<file path="src/rtl/lrs_ram.sv">
// ----------------------------------------------------------------------------
// lrs_ram
// Single-port-write, single-port-read synchronous RAM, registered read data.
// ----------------------------------------------------------------------------
`timescale 1ns / 1ps
`default_nettype none

module lrs_ram #(
  parameter int WIDTH = 8,
  parameter int DEPTH = 16
) (
  input  wire logic                     clk_i,
  input  wire logic                     we_i,
  input  wire logic [$clog2(DEPTH)-1:0] waddr_i,
  input  wire logic [WIDTH-1:0]         wdata_i,
  input  wire logic                     re_i,
  input  wire logic [$clog2(DEPTH)-1:0] raddr_i,
  output logic      [WIDTH-1:0]         rdata_o
);

  logic [WIDTH-1:0] mem [DEPTH];

  always_ff @(posedge clk_i) begin
    if (we_i) begin
      mem[waddr_i] <= wdata_i;
    end
  end

  always_ff @(posedge clk_i) begin
    if (re_i) begin
      rdata_o <= mem[raddr_i];
    end
  end

endmodule

`default_nettype wire

</file>
<file path="config.mk">
export PLATFORM = sky130hd
export DESIGN_NAME = lrs_ram
export DESIGN_NICKNAME = d
export VERILOG_FILES = /design/src/rtl/lrs_ram.sv
export SDC_FILE = /design/constraint.sdc
export NUM_CORES = 1
export LEC_CHECK = 0
export BUFFER_PORTS_ARGS = -buffer_cell sky130_fd_sc_hd__clkbuf_2
export CAP_MARGIN = 20
export CORE_AREA = 2 2 116 118
export DETAILED_ROUTE_END_ITERATION = 6
export DIE_AREA = 0 0 118 120
export PLACE_DENSITY = 0.63
export SYNTH_ARGS = -nofsm -noshare
export SYNTH_HDL_FRONTEND = slang
export SYNTH_SLANG_ARGS = --single-unit
</file>
<file path="constraint.sdc">
create_clock -name clk_i -period 1.9 [get_ports clk_i]
set_input_delay 0.19 -clock clk_i [delete_from_list [all_inputs] [get_ports clk_i]]
set_output_delay 0.19 -clock clk_i [all_outputs]
set_load 0.1 [all_outputs]
</file>
* Word-level counts from Yosys, hierarchy flattened
Memories as Yosys holds them, arrays and structs flattened. A register that Yosys moved wholly into a read port is not among the register bits.
Index checks and enable logic that the tools add are counted.
** Storage, ports and cells
- Register bits :: 0
- Memory bits (writable) :: 128
- Input port bits :: 19
- Output and inout port bits :: 8
- Memories :: 1
** Memories
- mem :: depth 16, width 8, read ports 1, clocked after Yosys merged registers in 1, write ports 1, line 21 : logic [WIDTH-1:0] mem [DEPTH];
** Operators by class
- Mux-type cells :: 2
** Operator list (number)
- 1-bit two-way mux :: 2

* Logic depth before layout (Yosys ltp)
Gate-level depths: netlist (run 1).
- Depth after elaboration :: 2
- Gate-level depth with buffers :: 5
- Mapped depth without buffers :: 3

* Least setup slack after synthesis (run 1)
OpenSTA, ideal clock, no wires.
- Path kind :: in2reg
- Start :: input port waddr_i[2]
- End :: memory mem[0][0] (enable)
- Setup time :: 0.383 ns
- Data arrival time :: 1.300 ns
- Data required time :: 1.517 ns
- Setup slack :: 0.217 ns
- Cell stages on the path :: 2
- Path buffers :: 0
- Path through :: or3b_2 nor3_1
** RTL lines
- start: declaration :: line 14 : input wire logic [$clog2(DEPTH)-1:0] waddr_i,
- end: declaration :: line 21
Straight into the memory's write port.

==> results of run 1 <==
## worst max-delay path, stage by stage (launching register included)
cell	delay, ns
edfxtp_1	0.35
mux4_1	0.52
a22oi_1	0.28
nand2_1	0.08
## how the worst max path moves through the flow
stage | start | cells past startpoint | to
2_1_floorplan | waddr_i[2] | 2 | mem[0][0]
3_3_place_gp | raddr_i[0] | 5 | rdata_o[1]
3_5_place_dp | raddr_i[0] | 5 | rdata_o[1]
4_1_cts | mem[5][3] | 3 | rdata_o[3]
5_1_grt | mem[1][3] | 3 | rdata_o[3]
6_report | mem[1][1] | 3 | rdata_o[1]
## registers in the layout, indices dropped and copies added, names as in the netlist
name and count:
mem 128, rdata_o 8
## layer usage
| metal | track usage (%) | up-vias | share of wire (%) |
|---|---|---|---|
| met3 | 4.28 | 6 | 3.5 |
| met2 | 24.3 | 49 | 52 |
| met5 | 0 | - | 0 |
| li1 | - | 1092 | - |
| met4 | 7.00 | 0 | 1.4 |
| met1 | 18.3 | 1246 | 43 |
## layout by cell type (no fill, tap or decap), drive strengths merged
cell type,n
nand3b,2
nor2,13
nand2b,2
bufinv,2
and2,1
and2b,1
or3b,1
nor2b,1
clkinv,5
clkbuf,47
edfxtp,136
nor3,4
a22oi,16
buf,21
nand2,9
mux4,32
nand3,1
## report_power, final
part	switching, mW	total [mW]	leakage, nW	internal, mW
logic	0.275	0.412	0.602	0.137
clock network	1.04	2.92	0.255	1.88
registers	0.0165	3.40	1.24	3.39
## logic make-up (layout without fill, tap and decap cells)
group | after synthesis | in the layout
multiplexers | 32 | 32
buffers and inverters | 10 | 75
AO/OA/AOI/OAI | 16 | 16
flip-flops | 136 | 136
AND/OR/NAND/NOR | 35 | 35
## cell type report
cell class	instances	area, um2
clock buffer	21	440
clock inverter	7	81.3
fill	1061	6770
multi-input combinational	83	1060
sequential	136	4080
tap	176	220
timing repair buffer	47	325
## per-stage QoR
step           area (um2)  instances  hold slack (ns)
2_1_floorplan        5230        229            0.289
3_3_place_gp         5690        442            0.607
3_5_place_dp         5690        442            0.613
4_1_cts              6210        470            0.188
5_1_grt              6210        470            0.189
6_report             6210        470            0.197
==> impl_metrics.tcl, run 1 <==
set metrics [dict create \
    syn_area_um2 5230 \
    gp_congestion 0.696 \
    hold_path_startpoint "re_i" \
    synthToLayoutAreaGrowth_pct 18.8 \
    num_vias 2393 \
    insertion_delay_ns 0.40 \
    drt-total-wl_mm 9.44 \
    clk_root_buffer_cell "clkbuf_16" \
    gr-total-overflow 0 \
    antenna_found_initial 0 \
    syn_nets 248 \
    min_to "rdata_o[7]" \
    fmax_ghz 0.677 \
    nets 304 \
    crit_type "reg -> reg" \
    setup_viol 0 \
    yosysUniqueCellTypes 18 \
    drive_gt1_share_pct 29.6 \
    run_status "complete, no violations" \
    rrSetupSlack_ns 0.42 \
    dieArea_um2 14200 \
    initial_utilization_pct 40.3 \
    post-cts-setup-buffer-count 0 \
    hold_buffers 0 \
    port_buffers 26 \
    pin_count 27 \
    leakage_nw 2.09 \
    clock-sinks 136 \
    ys_async_sr_fraction_pct 0 \
    wl_per_cell_um 20.1 \
    ant_nets 0 \
    period_minus_slack_ns 1.48 \
    cts_resized 0 \
    power_mw 6.73 \
    critPathCaptureType "flip-flop" \
    synth_area_leaders "edfxtp_1, mux4_2, mux4_1" \
    diodes 0 \
    synth_edf_count 136 \
    grt_max_degree 33 \
    synth_top_family_by_area "multiplexers" \
    grt_use_total_pct 14.8 \
    synthTopCellsByCount "edfxtp_1, mux4_2, a22oi_1, mux4_1, nor2_1" \
    hpwl_mm 6.18 \
    synth_fa_ha_area_share_pct 0 \
    cp_data_required_time_ns 2.05 \
    final_max_slew_viol_count 0 \
    synth_ff_type "edfxtp_1" \
    final_util_pct 47.8 \
    clockBufferDepth 2 \
    synthXorXnorAreaFrac_pct 0 \
    synth_area_per_cell_um2 22.8 \
    cap_violations 0 \
    worstReg2RegStart "mem[1][1]" \
    rsz0062_at_grt "false" \
    max_slew.worst_pin.slew_ns 0.571 \
    numCtsBuffers 17 \
    crit_fanout 1 \
    row_count 42 \
    coreArea_um2 13000 \
    synth.most_common_cell "edfxtp_1" \
    dp_slack_ns 0.142 \
    yosys_warnings 0 \
    max_slew_margin_pct 61.8 \
    r2r.worst_path.cells 3 \
    clk_pin_slew_ns 0.05 \
    route.detailed.drc 0 \
    yosys.area_share.simple_pct 3.14 \
    first_global_vias 2571 \
    finalHoldViolCount 0 \
    synth_area_leader_cell "edfxtp_1" \
    setup_ws_ns 0.423 \
    viasPerCell 5.09 \
    hold_depth 1 \
    cts_tree "done" \
    r2r-end "rdata_o[1]" \
    start_kind "flip-flop" \
    synth_largest_type_area_fraction_pct 78.1 \
    skew_ns 0.0125 \
    die_w_um 118 \
    hold_path.class "in -> reg" \
    p_per_area_nw_per_um2 1080 \
    drtIter0Drc 306 \
    htree_levels 4 \
    synth_compound_area_share_pct 2.30 \
    setup_tns_ns 0 \
    muxShareOfSynthArea_pct 14.8 \
    fin_crit_sh_pct 77.7 \
    grt_pass1_wl_mm 14.9 \
    yosysSeqAreaShare_pct 78.1 \
    dr.pass1.iters 6 \
    cp.arrival_ns 1.63 \
    die_h_um 120 \
    ys_ff_latch 136 \
    synthCells 229 \
    peakVddDrop_uv 678 \
]
(Power assumes the default switching activity.)
==> run 2, diff against run 1 <==
- ABC_AREA: default -> 1
- CORE_AREA: 2 2 116 118 -> 2 2 123 125
- DIE_AREA: 0 0 118 120 -> 0 0 125 127
- PLACE_DENSITY: 0.63 -> 0.62
- clock period: 1.9 -> 1.4 ns (I/O delays scaled with it)
==> impl_metrics.tcl, run 2 <==
set metrics [dict create \
    worstPathBufferInverterCount 1 \
    regArea_um2 4080 \
    muxShareOfSynthArea_pct 0 \
    coreArea_um2 14400 \
    skew_ns 0.00483 \
    row_count 44 \
    synth_area_leaders "edfxtp_1, nand2_1, nand3_1" \
    yosys_warnings 0 \
    fin_area_um2 6900 \
    p_comb_share_pct 7.3 \
    initial_utilization_pct 40.5 \
    syn_nets 570 \
    setup_viol 0 \
    crit_fanout 1 \
    cp_top_family "buffers and inverters" \
    dp_slack_ns -0.00220 \
    dieArea_um2 15900 \
    clock-sinks 136 \
    drive_gt1_share_pct 12.8 \
    pin_count 27 \
    switching_share_pct 21.4 \
    drt-total-wl_mm 13.3 \
    setup_ws_ns 0.0431 \
    syn_area_um2 5850 \
    layout_common_cells "nand2_1, edfxtp_1, inv_1" \
    start_kind "flip-flop" \
    synth_edf_count 136 \
    nets 616 \
    critical_path.cell_chain "clkbuf_2" \
    fmax_ghz 0.737 \
    synth_area_per_cell_um2 10.6 \
    hold_path_startpoint "re_i" \
    fin_crit_sh_pct 96.9 \
    synth_top_family_by_area "simple AND/OR/NAND/NOR gates" \
    yosysUniqueCellTypes 11 \
    synth_fa_ha_area_share_pct 0 \
    p_per_area_nw_per_um2 1420 \
    run_status "complete, no violations" \
    power.switching_mw 2.10 \
    peakVddDrop_uv 864 \
    p_clk_share_pct 45.6 \
    insertion_delay_ns 0.42 \
    cp_data_required_time_ns 1.26 \
    synth_ff_type "edfxtp_1" \
    hold_buffers 0 \
    synthTopCellsByCount "nand2_1, edfxtp_1, inv_1, nand3_1, nor2_1" \
    crit_type "reg -> out" \
    internal_power_mw 7.70 \
    cp.arrival_ns 1.22 \
    synth_area_leader_cell "edfxtp_1" \
    clockBufferDepth 2 \
    gr-total-overflow 0 \
    synth_largest_type_area_fraction_pct 69.8 \
    clk_pin_slew_ns 0.06 \
    cp_slowest_cell "clkbuf_2" \
    clk_root_buffer_cell "clkbuf_16" \
    rsz0062_at_grt "false" \
    drtIter0Drc 331 \
    setup_tns_ns 0 \
    diodes 0 \
    grt_use_total_pct 17.8 \
    dpl.cell_count 762 \
    grt_max_degree 36 \
    viasPerCell 4.97 \
    synthToLayoutAreaGrowth_pct 17.9 \
    final_max_slew_viol_count 0 \
    max_slew.worst_pin.slew_ns 0.632 \
    htree_levels 4 \
    synthXorXnorAreaFrac_pct 0 \
    die_w_um 125 \
    cap_violations 0 \
    synth.most_common_cell "nand2_1" \
    leakage_nw 2.98 \
    final_common_cell "nand2_1" \
    yosys.area_share.simple_pct 20.8 \
    final.fill_count 1304 \
    crit_start "rdata_o[7]" \
    ys_async_sr_fraction_pct 0 \
    top_register "mem" \
    dr.pass1.iters 5 \
    route.detailed.drc 0 \
    multi_input_area_um2 1210 \
    cts_tree "done" \
    first_global_vias 3887 \
    ant_nets 0 \
    pwr-share-seq_pct 47.1 \
    numCtsBuffers 17 \
    antenna_found_initial 0 \
    largest_reg_flops 128 \
    die_h_um 127 \
    gp_congestion 0.827 \
    hpwl_mm 8.45 \
    grt_pass1_wl_mm 20.9 \
    synth_compound_area_share_pct 0 \
    ys_ff_latch 136 \
    fin_cells 794 \
    worstReg2RegStart "mem[13][3]" \
    critPathCaptureType "output port" \
    finalHoldViolCount 0 \
    port_buffers 26 \
    placed_area_um2 6290 \
    max_slew_margin_pct 57.8 \
    top_regs "mem x128, rdata_o x8" \
    cp_slowest_stage_delay_ns 0.46 \
    period_minus_slack_ns 1.36 \
    synthCells 551 \
    wl_per_cell_um 16.7 \
    final_util_pct 47.8 \
    hold_path.class "in -> reg" \
    num_vias 3944 \
    yosysSeqAreaShare_pct 69.8 \
]
==> run 2: final cells by class <==
type	count	share of cell area (%)
clock buffers	19	6.28
multi-input cells	289	17.6
clock inverters	13	2.30
repair buffers	51	5.70
inverters	102	5.55
well taps	184	3.34
flip-flops and latches	136	59.2
==> run 2: cells by family after synthesis <==
| family | after synthesis |
|---|---|
| flops | 136 |
| simple gates | 289 |
| buf+inv | 126 |
==> run 2: what timing repair did <==
item / CTS / global route
endpoints found under the setup margin: 5 / 0
resized for setup: 5 / 0
setup buffers: 0 / 0
==> run 2: worst paths after layout <==
kind | cells after the start | slack (ns) | end
worst max-delay path | 1 | 0.04 | rdata_o[7]
worst min-delay path | 1 | 0.13 | rdata_o[3]
worst max register to register | 6 | 0.24 | rdata_o[3]
worst min register to register | 6 | 0.74 | rdata_o[7]
==> run 2: routing by layer <==
metal  track usage (%)  vias up  part of all wire (%)
met5                 0        -                     0
met4              8.37        0                   3.1
met3              4.65       31                   6.8
met2              28.2      155                    47
met1              23.0     1880                    43
li1                  -     1878                     -
==> run 2: metrics by stage <==
| stage | power [mW] | hold WS, ns |
|---|---|---|
| floorplan | 5.16 | 0.239 |
| global placement | 5.41 | 0.539 |
| detailed placement | 5.42 | 0.558 |
| CTS | 9.88 | 0.115 |
| global route | 10.1 | 0.131 |
| finish | 9.81 | 0.132 |
==> run 2: power by group through the flow <==
stage                     clock network [mW]  registers, mW  logic (mW)
after detailed placement                   0           4.71       0.716
after global placement                     0           4.70       0.704
after floorplan                            0           4.84       0.322
after CTS                               4.53           4.62       0.726
after global routing                    4.69           4.63       0.786
final                                   4.47           4.62       0.718
