## config.mk

```make
export PLATFORM = sky130hd
export DESIGN_NAME = lrs_merge
export DESIGN_NICKNAME = d
export VERILOG_FILES = /design/src/rtl/lrs_pkg.sv /design/src/rtl/lrs_merge.sv
export SDC_FILE = /design/constraint.sdc
export NUM_CORES = 1
export LEC_CHECK = 0
export BUFFER_PORTS_ARGS = -buffer_cell sky130_fd_sc_hd__buf_2
export CAP_MARGIN = 20
export CORE_AREA = 2 2 192 194
export DETAILED_ROUTE_END_ITERATION = 16
export DIE_AREA = 0 0 194 196
export PLACE_DENSITY = 0.45
export SYNTH_ARGS = -nofsm -noshare
export SYNTH_HDL_FRONTEND = slang
export SYNTH_SLANG_ARGS = --single-unit
```

## constraint.sdc

```tcl
create_clock -name vclk -period 8.6
set_clock_uncertainty 0.15 [all_clocks]
set_input_delay 0.43 -clock vclk [all_inputs]
set_output_delay 0.43 -clock vclk [all_outputs]
set_load 0.02 [all_outputs]
```

## src/rtl/lrs_pkg.sv

```systemverilog
// ----------------------------------------------------------------------------
// lrs_pkg
// Shared types and constants for the label region statistics block.
// ----------------------------------------------------------------------------
`timescale 1ns / 1ps
`default_nettype none

package lrs_pkg;

  localparam int LABELS     = 256;
  localparam int LABEL_BITS = $clog2(LABELS);
  localparam int COORD_BITS = 12;
  localparam int CFG_W      = 13;
  localparam int CFG_IDX_W  = 1;
  localparam int AREA_W     = 25;
  localparam int SUM_W      = 36;

  localparam logic [AREA_W-1:0] AREA_MAX = AREA_W'(25'd16777216);
  localparam logic [SUM_W-1:0]  SUM_MAX  = SUM_W'(36'd68702699520);

  localparam logic [CFG_IDX_W-1:0] CFG_IDX_WIDTH  = 1'b0;
  localparam logic [CFG_IDX_W-1:0] CFG_IDX_HEIGHT = 1'b1;

  typedef enum logic [1:0] {
    KIND_PIXEL = 2'd0,
    KIND_QUERY = 2'd1,
    KIND_CLEAR = 2'd2
  } lrs_kind_e;

  typedef struct packed {
    logic [AREA_W-1:0]     area;
    logic [SUM_W-1:0]      sum_x;
    logic [SUM_W-1:0]      sum_y;
    logic [COORD_BITS-1:0] min_x;
    logic [COORD_BITS-1:0] max_x;
    logic [COORD_BITS-1:0] min_y;
    logic [COORD_BITS-1:0] max_y;
  } lrs_entry_t;

  localparam int ENTRY_W = $bits(lrs_entry_t);

  typedef struct packed {
    logic [AREA_W-1:0]     area;
    logic [SUM_W-1:0]      sum_x;
    logic [SUM_W-1:0]      sum_y;
    logic [CFG_W-1:0]      min_x;
    logic [COORD_BITS-1:0] max_x;
    logic [CFG_W-1:0]      min_y;
    logic [COORD_BITS-1:0] max_y;
  } lrs_result_t;

  typedef struct packed {
    logic mem_we;
    logic set_used;
    logic clear_all;
    logic res_vld;
  } lrs_ctl_t;

endpackage

`default_nettype wire

```

## src/rtl/lrs_merge.sv

```systemverilog
// ----------------------------------------------------------------------------
// lrs_merge
// Folds one pixel into a label entry, and forms the answer to a query.
// ----------------------------------------------------------------------------
`timescale 1ns / 1ps
`default_nettype none

module lrs_merge
  import lrs_pkg::*;
(
  input  wire logic [1:0]            kind_i,
  input  wire logic [COORD_BITS-1:0] pos_x_i,
  input  wire logic [COORD_BITS-1:0] pos_y_i,
  input  wire logic                  label_ok_i,
  input  wire logic                  used_i,
  input  wire lrs_entry_t            entry_i,
  input  wire logic [CFG_W-1:0]      image_width_i,
  input  wire logic [CFG_W-1:0]      image_height_i,
  output lrs_entry_t                 entry_o,
  output lrs_ctl_t                   ctl_o,
  output lrs_result_t                result_o
);

  logic [AREA_W:0]           area_sum;
  logic [SUM_W:0]            sx_sum;
  logic [SUM_W:0]            sy_sum;
  logic [CFG_W-1:0]          px_ext;
  logic [CFG_W-1:0]          py_ext;
  lrs_entry_t                upd;
  lrs_entry_t                first;

  always_comb begin
    px_ext   = CFG_W'(pos_x_i);
    py_ext   = CFG_W'(pos_y_i);
    area_sum = (AREA_W+1)'(entry_i.area) + (AREA_W+1)'(1'b1);
    sx_sum   = (SUM_W+1)'(entry_i.sum_x) + (SUM_W+1)'(pos_x_i);
    sy_sum   = (SUM_W+1)'(entry_i.sum_y) + (SUM_W+1)'(pos_y_i);

    upd.area  = (area_sum > (AREA_W+1)'(AREA_MAX)) ? AREA_MAX : area_sum[AREA_W-1:0];
    upd.sum_x = (sx_sum > (SUM_W+1)'(SUM_MAX)) ? SUM_MAX : sx_sum[SUM_W-1:0];
    upd.sum_y = (sy_sum > (SUM_W+1)'(SUM_MAX)) ? SUM_MAX : sy_sum[SUM_W-1:0];
    upd.min_x = (pos_x_i < entry_i.min_x) ? pos_x_i : entry_i.min_x;
    upd.max_x = (pos_x_i > entry_i.max_x) ? pos_x_i : entry_i.max_x;
    upd.min_y = (pos_y_i < entry_i.min_y) ? pos_y_i : entry_i.min_y;
    upd.max_y = (pos_y_i > entry_i.max_y) ? pos_y_i : entry_i.max_y;

    // first pixel of a label; the min never exceeds the pixel, so 12 bits hold it
    first.area  = AREA_W'(1'b1);
    first.sum_x = SUM_W'(pos_x_i);
    first.sum_y = SUM_W'(pos_y_i);
    first.min_x = (px_ext < image_width_i) ? pos_x_i : image_width_i[COORD_BITS-1:0];
    first.max_x = pos_x_i;
    first.min_y = (py_ext < image_height_i) ? pos_y_i : image_height_i[COORD_BITS-1:0];
    first.max_y = pos_y_i;

    entry_o = used_i ? upd : first;

    if (label_ok_i && used_i) begin
      result_o.area  = entry_i.area;
      result_o.sum_x = entry_i.sum_x;
      result_o.sum_y = entry_i.sum_y;
      result_o.min_x = CFG_W'(entry_i.min_x);
      result_o.max_x = entry_i.max_x;
      result_o.min_y = CFG_W'(entry_i.min_y);
      result_o.max_y = entry_i.max_y;
    end else begin
      result_o.area  = '0;
      result_o.sum_x = '0;
      result_o.sum_y = '0;
      result_o.min_x = image_width_i;
      result_o.max_x = '0;
      result_o.min_y = image_height_i;
      result_o.max_y = '0;
    end

    ctl_o = '0;
    case (kind_i)
      KIND_PIXEL: begin
        ctl_o.mem_we   = label_ok_i;
        ctl_o.set_used = label_ok_i;
      end
      KIND_QUERY: ctl_o.res_vld   = 1'b1;
      KIND_CLEAR: ctl_o.clear_all = 1'b1;
      default:    ctl_o = '0;
    endcase
  end

endmodule

`default_nettype wire

```

=== Yosys cells after proc, flatten, opt, wreduce, memory -nomap -nowiden ===
Cells that the tools add are included.

* Add/sub/neg operators: 3
* Order comparisons: 9
* Equal/unequal tests: 2
* Muxes and demuxes: 14
* Reductions and logical operators: 2

{| class="wikitable"
|+ Operators with widths
! kind !! count
|-
| 147-bit two-way mux || 1
|-
| 145-bit two-way mux || 1
|-
| 36-bit by 12-bit adder with 37-bit output || 2
|-
| 37-bit by 36-bit greater-than comparator with 1-bit output, second input constant || 2
|-
| 12-bit two-way mux || 6
|-
| 36-bit two-way mux || 2
|-
| 25-bit by 1-bit adder with 26-bit output, second input constant || 1
|-
| 26-bit by 25-bit greater-than comparator with 1-bit output, second input constant || 1
|-
| 12-bit by 13-bit less-than comparator with 1-bit output || 2
|-
| 25-bit two-way mux || 1
|-
| 12-bit greater-than comparator || 2
|-
| 12-bit less-than comparator || 2
|-
| 2-bit by 1-bit == test with 1-bit output, second input constant || 1
|-
| 2-bit == test, second input constant || 1
|-
| 2-bit logical NOT || 1
|-
| 1-bit two-way mux || 2
|-
| 2-bit two-way mux || 1
|-
| 1-bit logical AND || 1
|}

* Bits in registers: 0
* Output and inout bits: 296
* Logic and storage cells: 30

=== Longest topological paths before layout ===
Gate-level depths: netlist of run 1.

* Depth in word-level cells: 4
* Mapped depth: 12
* Mapped depth without buffers: 11

=== Worst setup path before layout of run 1 ===
No wires, ideal clock.

* Path kind: input -> output
* From: input port pos_y_i[0]
* To: output port entry_o[71] in the netlist's numbering
* Arrival: 3.394 ns
* Data required time: 8.020 ns
* Path slack: 4.626 ns
* Stages on the path: 12
* Buffers on the path: 1
* Cells stage by stage: ha_1 fa_1 a211oi_1 nor2_1 o211ai_1 nand2_2 and3_1 mux2_2 a2bb2oi_1 o31a_1 buf_4 nor3b_1

{| class="wikitable"
|+ RTL lines
! element !! RTL line !! text
|-
| start: declaration || lrs_merge.sv:13 || <nowiki>input wire logic [COORD_BITS-1:0] pos_y_i,</nowiki>
|-
| end: declaration || lrs_merge.sv:19 || <nowiki>output lrs_entry_t entry_o,</nowiki>
|}

==> results.md, run 1 <==
- Core region area: 36,100 µm²
- Antenna violations before repair: 3
- Worst hold stages: 3
- Kind of critical path: in -> out
- GRT busiest layer: met2
- Hold EP: ctl_o[1]
- Via-per-instance ratio: 5.11
- Syn Area/Cell: 6.57 µm²
- Number of global-route vias before repair: 10,300
- Post-synth cell types: 81
- Comb pwr share: 100.0%
- Final period util: 57.8%
- Post-CTS Setup Bufs: 0
- Internal power: 0.264 mW
- Fillers: 4,064
- Max-slew headroom: 27.8%
- WP data arrival: 4390 ps
- Routed wire length per instance: 19.9 µm
- Power Density: 68.4 nW/µm²
- Critical path endpoint category: output pin
- Worst-Margin Slew: 1080 ps
- Leakage: 6.10 nW
- Drt initial violations: 507
- Flop pwr share: 0%
- Switching part of the total: 65.0%
- Area added between synthesis and finish: 34.2%
- DIE AREA: 38,000 µm²
- DP Wirelength: 35,400 µm
- GR met3 Demand/Resource: 1.81%
- Hold/Removal Path Class: in -> out
- Final Worst Setup Slack: 3630 ps
- Seq cells: 0
- Minimum clock period after layout: 4970 ps
- CLK BUF: 0
- Max VDD drop: 0.0000343 V
- DR pass1 iterations: 5
- Endpoints failing setup: 0
- CP Max Fanout: 8
- Setup crit start kind: input port
- Setup_tns: 0 ps
- Register Area: 0 µm²
- Final net count: 1,975
- Worst slack, placed: 3640 ps
- I/O Buffers: 495
- Synth warn: 0
- Synthesized net count: 1,545
- Crit. Startpoint: pos_x_i[0]
- Layout cells sized above 1: 33.8%
- Routed via count: 11,000
- Largest net degree at the start of global routing: 96
- Initial Utilization: 22.8%
- Hold Startpoint: kind_i[0]
- Total grt overflow: 0
- GR Layer Usage met2: 35.3%
- Placer congestion estimate: 0.912
- Global-route wire length before repair: 62,800 µm
- Num ports: 495
- Multi-input gate area: 7480 µm²
- Outcome: complete, no violations
- Die height: 196 µm
- Drt drc: 0
- Psw: 0.490 mW
- RSZ-0062 raised after global routing: no
- Max_cap viols: 0
- Hold_buf cts: 0
- Clk pwr share: 0%
- GR Util All Layers: 20.7%
- Resize count post-CTS: 0
- Syn Std Cell Area: 8210 µm²
- Routed Antenna Nets: 0
- Drt total wl: 42,700 µm
- Required @ worst endpoint: 8020 ps
- Max Transition Viols Final: 0
- Cell Rows: 70
- Chip width: 194 µm
- Fin. Hold Viols: 0
- Fmax: 201 MHz
- Seq/Total Area, Yosys: 0%
- Cells after Synth: 1,251
- GRT met1 Usage: 29.2%
## layout by cell type, fill, tap and decap left out, types with 14 or more instances in the layout
cell type | synthesis | routed
a21oi_1 | 68 | 67
nor2_1 | 116 | 116
mux2i_1 | 74 | 74
mux2_2 | 16 | 16
and3_1 | 104 | 104
xnor2_1 | 47 | 47
nand2_1 | 95 | 94
o21ai_0 | 61 | 61
o22ai_1 | 15 | 15
nor4_1 | 14 | 14
nand4_1 | 28 | 28
inv_1 | 100 | 99
o21ai_1 | 15 | 14
a21o_1 | 31 | 31
nor3_1 | 36 | 36
nand3_1 | 61 | 61
buf_2 | 12 | 494
ha_1 | 93 | 93
xor2_1 | 34 | 34
## how the worst max path moves through the flow
stage               slack (ps)  depth (start not counted)            to
CTS                       3630                         13  entry_o[102]
global placement          3700                         13   entry_o[99]
finish                    3630                         13   entry_o[85]
detailed placement        3640                         13  entry_o[102]
global route              3500                         13   entry_o[85]
floorplan                 4630                         12   entry_o[71]
## power by group through the flow
stage	registers (mW)	clock network (mW)	logic [mW]
2_1_floorplan	0	0	0.464
3_3_place_gp	0	0	0.749
3_5_place_dp	0	0	0.754
4_1_cts	0	0	0.756
5_1_grt	0	0.0000000155	0.818
6_report	0	0.0000000294	0.754
## critical path: stages
cell,delay (ps)
buf_2,160
ha_1,260
fa_1,430
a211oi_1,430
o21ai_1,260
a31oi_4,400
nor4_1,110
xnor2_1,160
nor4_1,320
nand3_1,180
nor2_1,480
o21ai_0,460
buf_2,290
## per-stage QoR
step	cell area [µm²]	hold WS (ps)	power, mW	util [%]	instances
3_3_place_gp	11000	1030	0.749	30.5	2146
4_1_cts	11000	1040	0.756	30.5	2146
3_5_place_dp	11000	1030	0.754	30.5	2146
5_1_grt	11000	1060	0.818	30.5	2148
6_report	11000	1050	0.754	30.5	2149
2_1_floorplan	8210	788	0.464	-	1251
## cell type report
class,instances,area share [%]
tap,468,5.31
multi-input combinational,1072,67.9
inverter,100,3.42
antenna,2,0.0454
timing repair buffer,507,23.4
## cell usage after synthesis (all sizes together) (4+ instances only)
cell | count | share of area, %
nor2 | 118 | 5.5
and3 | 106 | 8.2
inv | 100 | 4.6
nand2 | 96 | 4.4
ha | 93 | 14
o21ai | 76 | 4.6
mux2i | 74 | 9.0
a21oi | 69 | 4.3
nand3 | 63 | 4.1
clkbuf | 55 | 2.5
xnor2 | 47 | 5.0
nor3 | 42 | 2.9
xor2 | 34 | 3.6
a21o | 31 | 2.8
nand4 | 29 | 2.4
buf | 22 | 1.8
nor4 | 19 | 2.3
mux2 | 16 | 2.2
o22ai | 15 | 1.1
a211oi | 14 | 1.4
a22oi | 12 | 1.1
a31oi | 10 | 1.1
nand2b | 8 | 0.61
nor2b | 8 | 0.61
o21a | 8 | 0.73
a2111oi | 7 | 0.98
and2 | 7 | 0.53
or3 | 7 | 0.55
o211ai | 6 | 0.61
or2 | 6 | 0.46
or4 | 4 | 0.41
## logic make-up (layout without fill, tap and decap cells)
group / Yosys count / in the layout / synth area share (%)
buf+inv: 179 / 607 / 9.19
other cells: 0 / 2 / 0
simple gates: 527 / 527 / 34.3
mux: 90 / 90 / 11.2
fa+ha+maj: 95 / 95 / 14.7
compound gates: 279 / 279 / 22.0
xor+xnor: 81 / 81 / 8.64
## routing by layer
metal / part of all wire (%) / up-vias
met5: 0.030 / -
li1: - / 5401
met1: 48 / 5172
met4: 1.1 / 2
met3: 5.0 / 30
met2: 46 / 373
No activity file was read; power rests on OpenSTA's default activity.
==> inputs of run 2 (changes only) <==
- CORE_AREA: 2 2 192 194 -> 2 2 191 193
- DIE_AREA: 0 0 194 196 -> 0 0 193 195
- PLACE_DENSITY: 0.45 -> 0.47
- clock period: 8.6 -> 4.1 ns (I/O delays scaled with it)
==> run 2 against run 1 <==
- first-iteration DRC count increased by 36%
- die area is 1.0% lower
- global-route usage increased by 0.86 points
- utilization increased by 2.0 points
- flip-flop and latch count unchanged
- via count increased by 2.6%
- routed wire length grew 1.6%
- worst setup slack lost 3400 ps
- count of clock-buffer cells in the layout unchanged
- power is 120% higher
- cell area up 4.4%
- combinational power rose by 120%
- critical endpoint is now entry_o[91]
- largest cell class unchanged
- highest routed layer is now met4
==> results.md, run 2 (same netlist as run 1, synthesis figures left out) <==
- Worst-Margin Slew: 1100 ps
- Endpoints failing setup: 0
- Routed wire length per instance: 19.8 µm
- Hold EP: ctl_o[1]
- Die height: 195 µm
- DP Wirelength: 36,500 µm
- Max_cap viols: 0
- Cell family with most CP delay: simple AND/OR/NAND/NOR gates
- Cell Chain, Critical Path: buf_2 > ha_1 > fa_1 > buf_4 > a21o_1 > a21oi_2 > xnor2_2 > or4_4 > nor3_4 > nand4_1 > nor3_4 > nor2_4 > buf_6 > o21ai_1 > buf_2
- Seq cells: 0
- Num ports: 495
- RSZ-0062 raised after global routing: no
- I/O Buffers: 495
- Placer congestion estimate: 0.895
- Final period util: 95.3%
- Hold slack: 590 ps
- DR pass1 iterations: 5
- Setup crit start kind: input port
- Critical path endpoint category: output pin
- DIE AREA: 37,600 µm²
- Core region area: 35,400 µm²
- Final Worst Setup Slack: 193 ps
- Max-slew headroom: 26.4%
- Kind of critical path: in -> out
- Number of global-route vias before repair: 10,700
- Worst hold stages: 3
- ANT cells: 0
- Crit path buf inv count: 4
- Area added between synthesis and finish: 40.2%
- Power Density: 143 nW/µm²
- Setup_tns: 0 ps
- Hold Startpoint: kind_i[0]
- Outcome: complete, no violations
- Via-per-instance ratio: 5.13
- Drt drc: 0
- CP Max Fanout: 8
- Most frequent cells in the layout: buf_2, nor2_1, and3_1
- Chip width: 193 µm
- Minimum clock period after layout: 3910 ps
- Fin. Hold Viols: 0
- CLK BUF: 0
- Total grt overflow: 0
- Routed Antenna Nets: 0
- Fillers: 3,984
- GR Util All Layers: 21.6%
- Required @ worst endpoint: 3740 ps
- Max VDD drop: 0.0000808 V
- Antenna violations before repair: 0
- Layout cells sized above 1: 36.4%
- Drt total wl: 43,400 µm
- Hold/Removal Path Class: in -> out
- Cell Rows: 69
- Routed via count: 11,300
- Fmax: 256 MHz
- Commonest non-fill, non-tap cell in the layout: buf_2
- Largest net degree at the start of global routing: 115
- Slowest stage delay, CP: 580 ps
- Drt initial violations: 689
- Global-route wire length before repair: 64,300 µm
- Slowest-stage cell, CP: or4_4
- Initial Utilization: 23.2%
- WP data arrival: 3550 ps
- Final net count: 2,030
- Register Area: 0 µm²
- Max Transition Viols Final: 0
- Worst slack, placed: -238 ps
- Leakage: 6.40 nW
## run 2: routing by layer
layer | track usage (%) | vias to the layer above | wire, µm
li1 | - | 5501 | -
met3 | 2.05 | 19 | 2540
met1 | 31.2 | 5307 | 20700
met5 | 0 | - | 0
met4 | 1.43 | 0 | 300
met2 | 36.0 | 435 | 19900
## run 2: worst max-delay path by stage
stage | startpoint | endpoint | slack [ps] | cells past startpoint
after floorplan | pos_y_i[0] | entry_o[71] | 580 | 12
after global placement | pos_x_i[0] | entry_o[98] | -290 | 14
after detailed placement | pos_x_i[0] | entry_o[98] | -240 | 14
after CTS | pos_x_i[0] | entry_o[98] | -2 | 14
after global routing | pos_x_i[0] | entry_o[91] | 4 | 15
final | pos_x_i[0] | entry_o[91] | 190 | 15
## run 2: report_power, final
part	switching, mW	internal (mW)
combinational	1.04	0.601
sequential	0	0
clock	0	0
## run 2: metrics by stage
| step | instance area, µm² | utilization (%) | std cells | power [mW] |
|---|---|---|---|---|
| 2_1_floorplan | 8210 | - | 1251 | 0.973 |
| 3_3_place_gp | 11400 | 32.1 | 2190 | 1.62 |
| 3_5_place_dp | 11400 | 32.1 | 2190 | 1.63 |
| 4_1_cts | 11400 | 32.2 | 2191 | 1.64 |
| 5_1_grt | 11500 | 32.5 | 2195 | 1.79 |
| 6_report | 11500 | 32.5 | 2195 | 1.65 |
## run 2: what timing repair did
action | 4_1_cts | 5_1_grt
hold buffers | 0 | 0
gates resized for setup | 7 | 12
buffers inserted | 1 | 3
pin swaps | 2 | 9
endpoints found under the setup margin | 23 | 33
## run 2: cell type report
class	count	area, µm²	area share (%)
multi-input combinational	1072	7550	65.6
inverter	100	375	3.26
timing repair buffer	562	3010	26.1
tap	461	577	5.01
==> inputs of run 3 (changes only) <==
- CORE_AREA: 2 2 191 193 -> 2 2 192 194
- DIE_AREA: 0 0 193 195 -> 0 0 194 196
- PLACE_DENSITY: 0.47 -> 0.45
- clock period: 4.1 -> 4.8 ns (I/O delays scaled with it)
==> run 3 against run 2 <==
- die area rose by 1.0%
- largest cell class unchanged
- first-iteration DRC count shrank 4.5%
- routed wire length up 0.61%
- critical path depth shrank 2
- critical endpoint is now entry_o[64]
- power fell by 17%
- count of clock-buffer cells in the layout unchanged
- critical path type unchanged
==> results.md, run 3 (same netlist as run 1, synthesis figures left out) <==
- Fin. Hold Viols: 0
- Resize count post-CTS: 0
- Cell family with most CP delay: compound AO/OA/AOI/OAI gates
- Crit. Startpoint: pos_y_i[0]
- Drt initial violations: 658
- Fillers: 4,092
- Drt drc: 0
- Routed wire length per instance: 20.2 µm
- Max Transition Viols Final: 0
- Max-slew headroom: 34.6%
- Max VDD drop: 0.0000618 V
- Final period util: 85.9%
- Via-per-instance ratio: 5.15
- Power Density: 123 nW/µm²
- Num ports: 495
- Max_cap viols: 0
- Placer congestion estimate: 0.925
- Cell Rows: 70
- Initial Utilization: 22.8%
- Critical path endpoint category: output pin
- Minimum clock period after layout: 4120 ps
- Setup crit start kind: input port
- Slowest stage delay, CP: 450 ps
- Post-CTS Setup Bufs: 0
- Largest net degree at the start of global routing: 90
- Core region area: 36,100 µm²
- Hold_buf cts: 0
- Global-route wire length before repair: 64,300 µm
- Setup_tns: 0 ps
- Most frequent cells in the layout: buf_2, nor2_1, and3_1
- I/O Buffers: 495
- Total grt overflow: 0
- Commonest non-fill, non-tap cell in the layout: buf_2
- DP Wirelength: 36,400 µm
- Worst slack, placed: 720 ps
- Crit path buf inv count: 2
- Required @ worst endpoint: 4410 ps
- Seq cells: 0
- Worst-Margin Slew: 981 ps
- WP data arrival: 3730 ps
- Outcome: complete, no violations
- Chip width: 194 µm
- Hold Startpoint: kind_i[0]
- Routed Antenna Nets: 0
- Layout cells sized above 1: 34.2%
- CP Max Fanout: 11
- Cell Chain, Critical Path: buf_2 > ha_1 > fa_1 > a211oi_1 > nor2_1 > o211ai_1 > nand2_2 > and3_1 > mux2_2 > a2bb2oi_1 > o31a_1 > nor3_1 > buf_2
- CLK BUF: 0
- Leakage: 6.16 nW
- Drt total wl: 43,700 µm
- DIE AREA: 38,000 µm²
- Final net count: 1,987
- Endpoints failing setup: 0
- Kind of critical path: in -> out
- Multi-input gate area: 7480 µm²
- Routed via count: 11,100
- Antenna violations before repair: 2
- GR Util All Layers: 21.3%
- DR pass1 iterations: 5
- Hold/Removal Path Class: in -> out
- Slowest-stage cell, CP: o31a_1
- Fmax: 242 MHz
- Most used cell, CP: buf_2
- RSZ-0062 raised after global routing: no
- Final Worst Setup Slack: 676 ps
- Register Area: 0 µm²
- Number of global-route vias before repair: 10,500
- Area added between synthesis and finish: 35.4%
- Die height: 196 µm
run 3: cell count changes in the layout (fill, tap and decap cells not counted), moves of 2 or more:
cell	previous run	this run
nor3_4	2	0
diode_2	0	3
buf_4	66	24
nor4_1	12	14
nor4_2	3	1
buf_6	2	0
run 3: area by class of cell:
type	count	area share (%)
diodes	3	0.0675
inverters	100	3.39
well taps	468	5.27
repair buffers	519	24.0
multi-input cells	1072	67.2
run 3: routing by layer:
layer  up-vias  part of all wire [%]  GRT usage [%]
met2       400                    46           35.9
li1       5431                     -              -
met4         2                   1.2           2.50
met1      5277                    47           30.0
met3        26                   5.3           2.36
met5         -                 0.030              0
run 3: worst paths after layout:
check,to,slack (ps),cells past startpoint
max,entry_o[64],680,13
min,ctl_o[1],660,3
run 3: stage by stage:
stage	area, µm²	utilization, %	hold WS, ps	power (mW)	std cells
after detailed placement	11100	30.8	650	1.36	2159
final	11100	30.8	661	1.36	2162
after global routing	11100	30.8	661	1.48	2160
after CTS	11100	30.8	652	1.36	2159
after global placement	11100	30.8	646	1.35	2159
after floorplan	8210	-	408	0.831	1251
run 3: power by group:
| group | internal, mW | switching, mW |
|---|---|---|
| Clock | 0.0000000635 | 0 |
| Sequential | 0 | 0 |
| Combinational | 0.480 | 0.882 |
| Total | 0.480 | 0.882 |
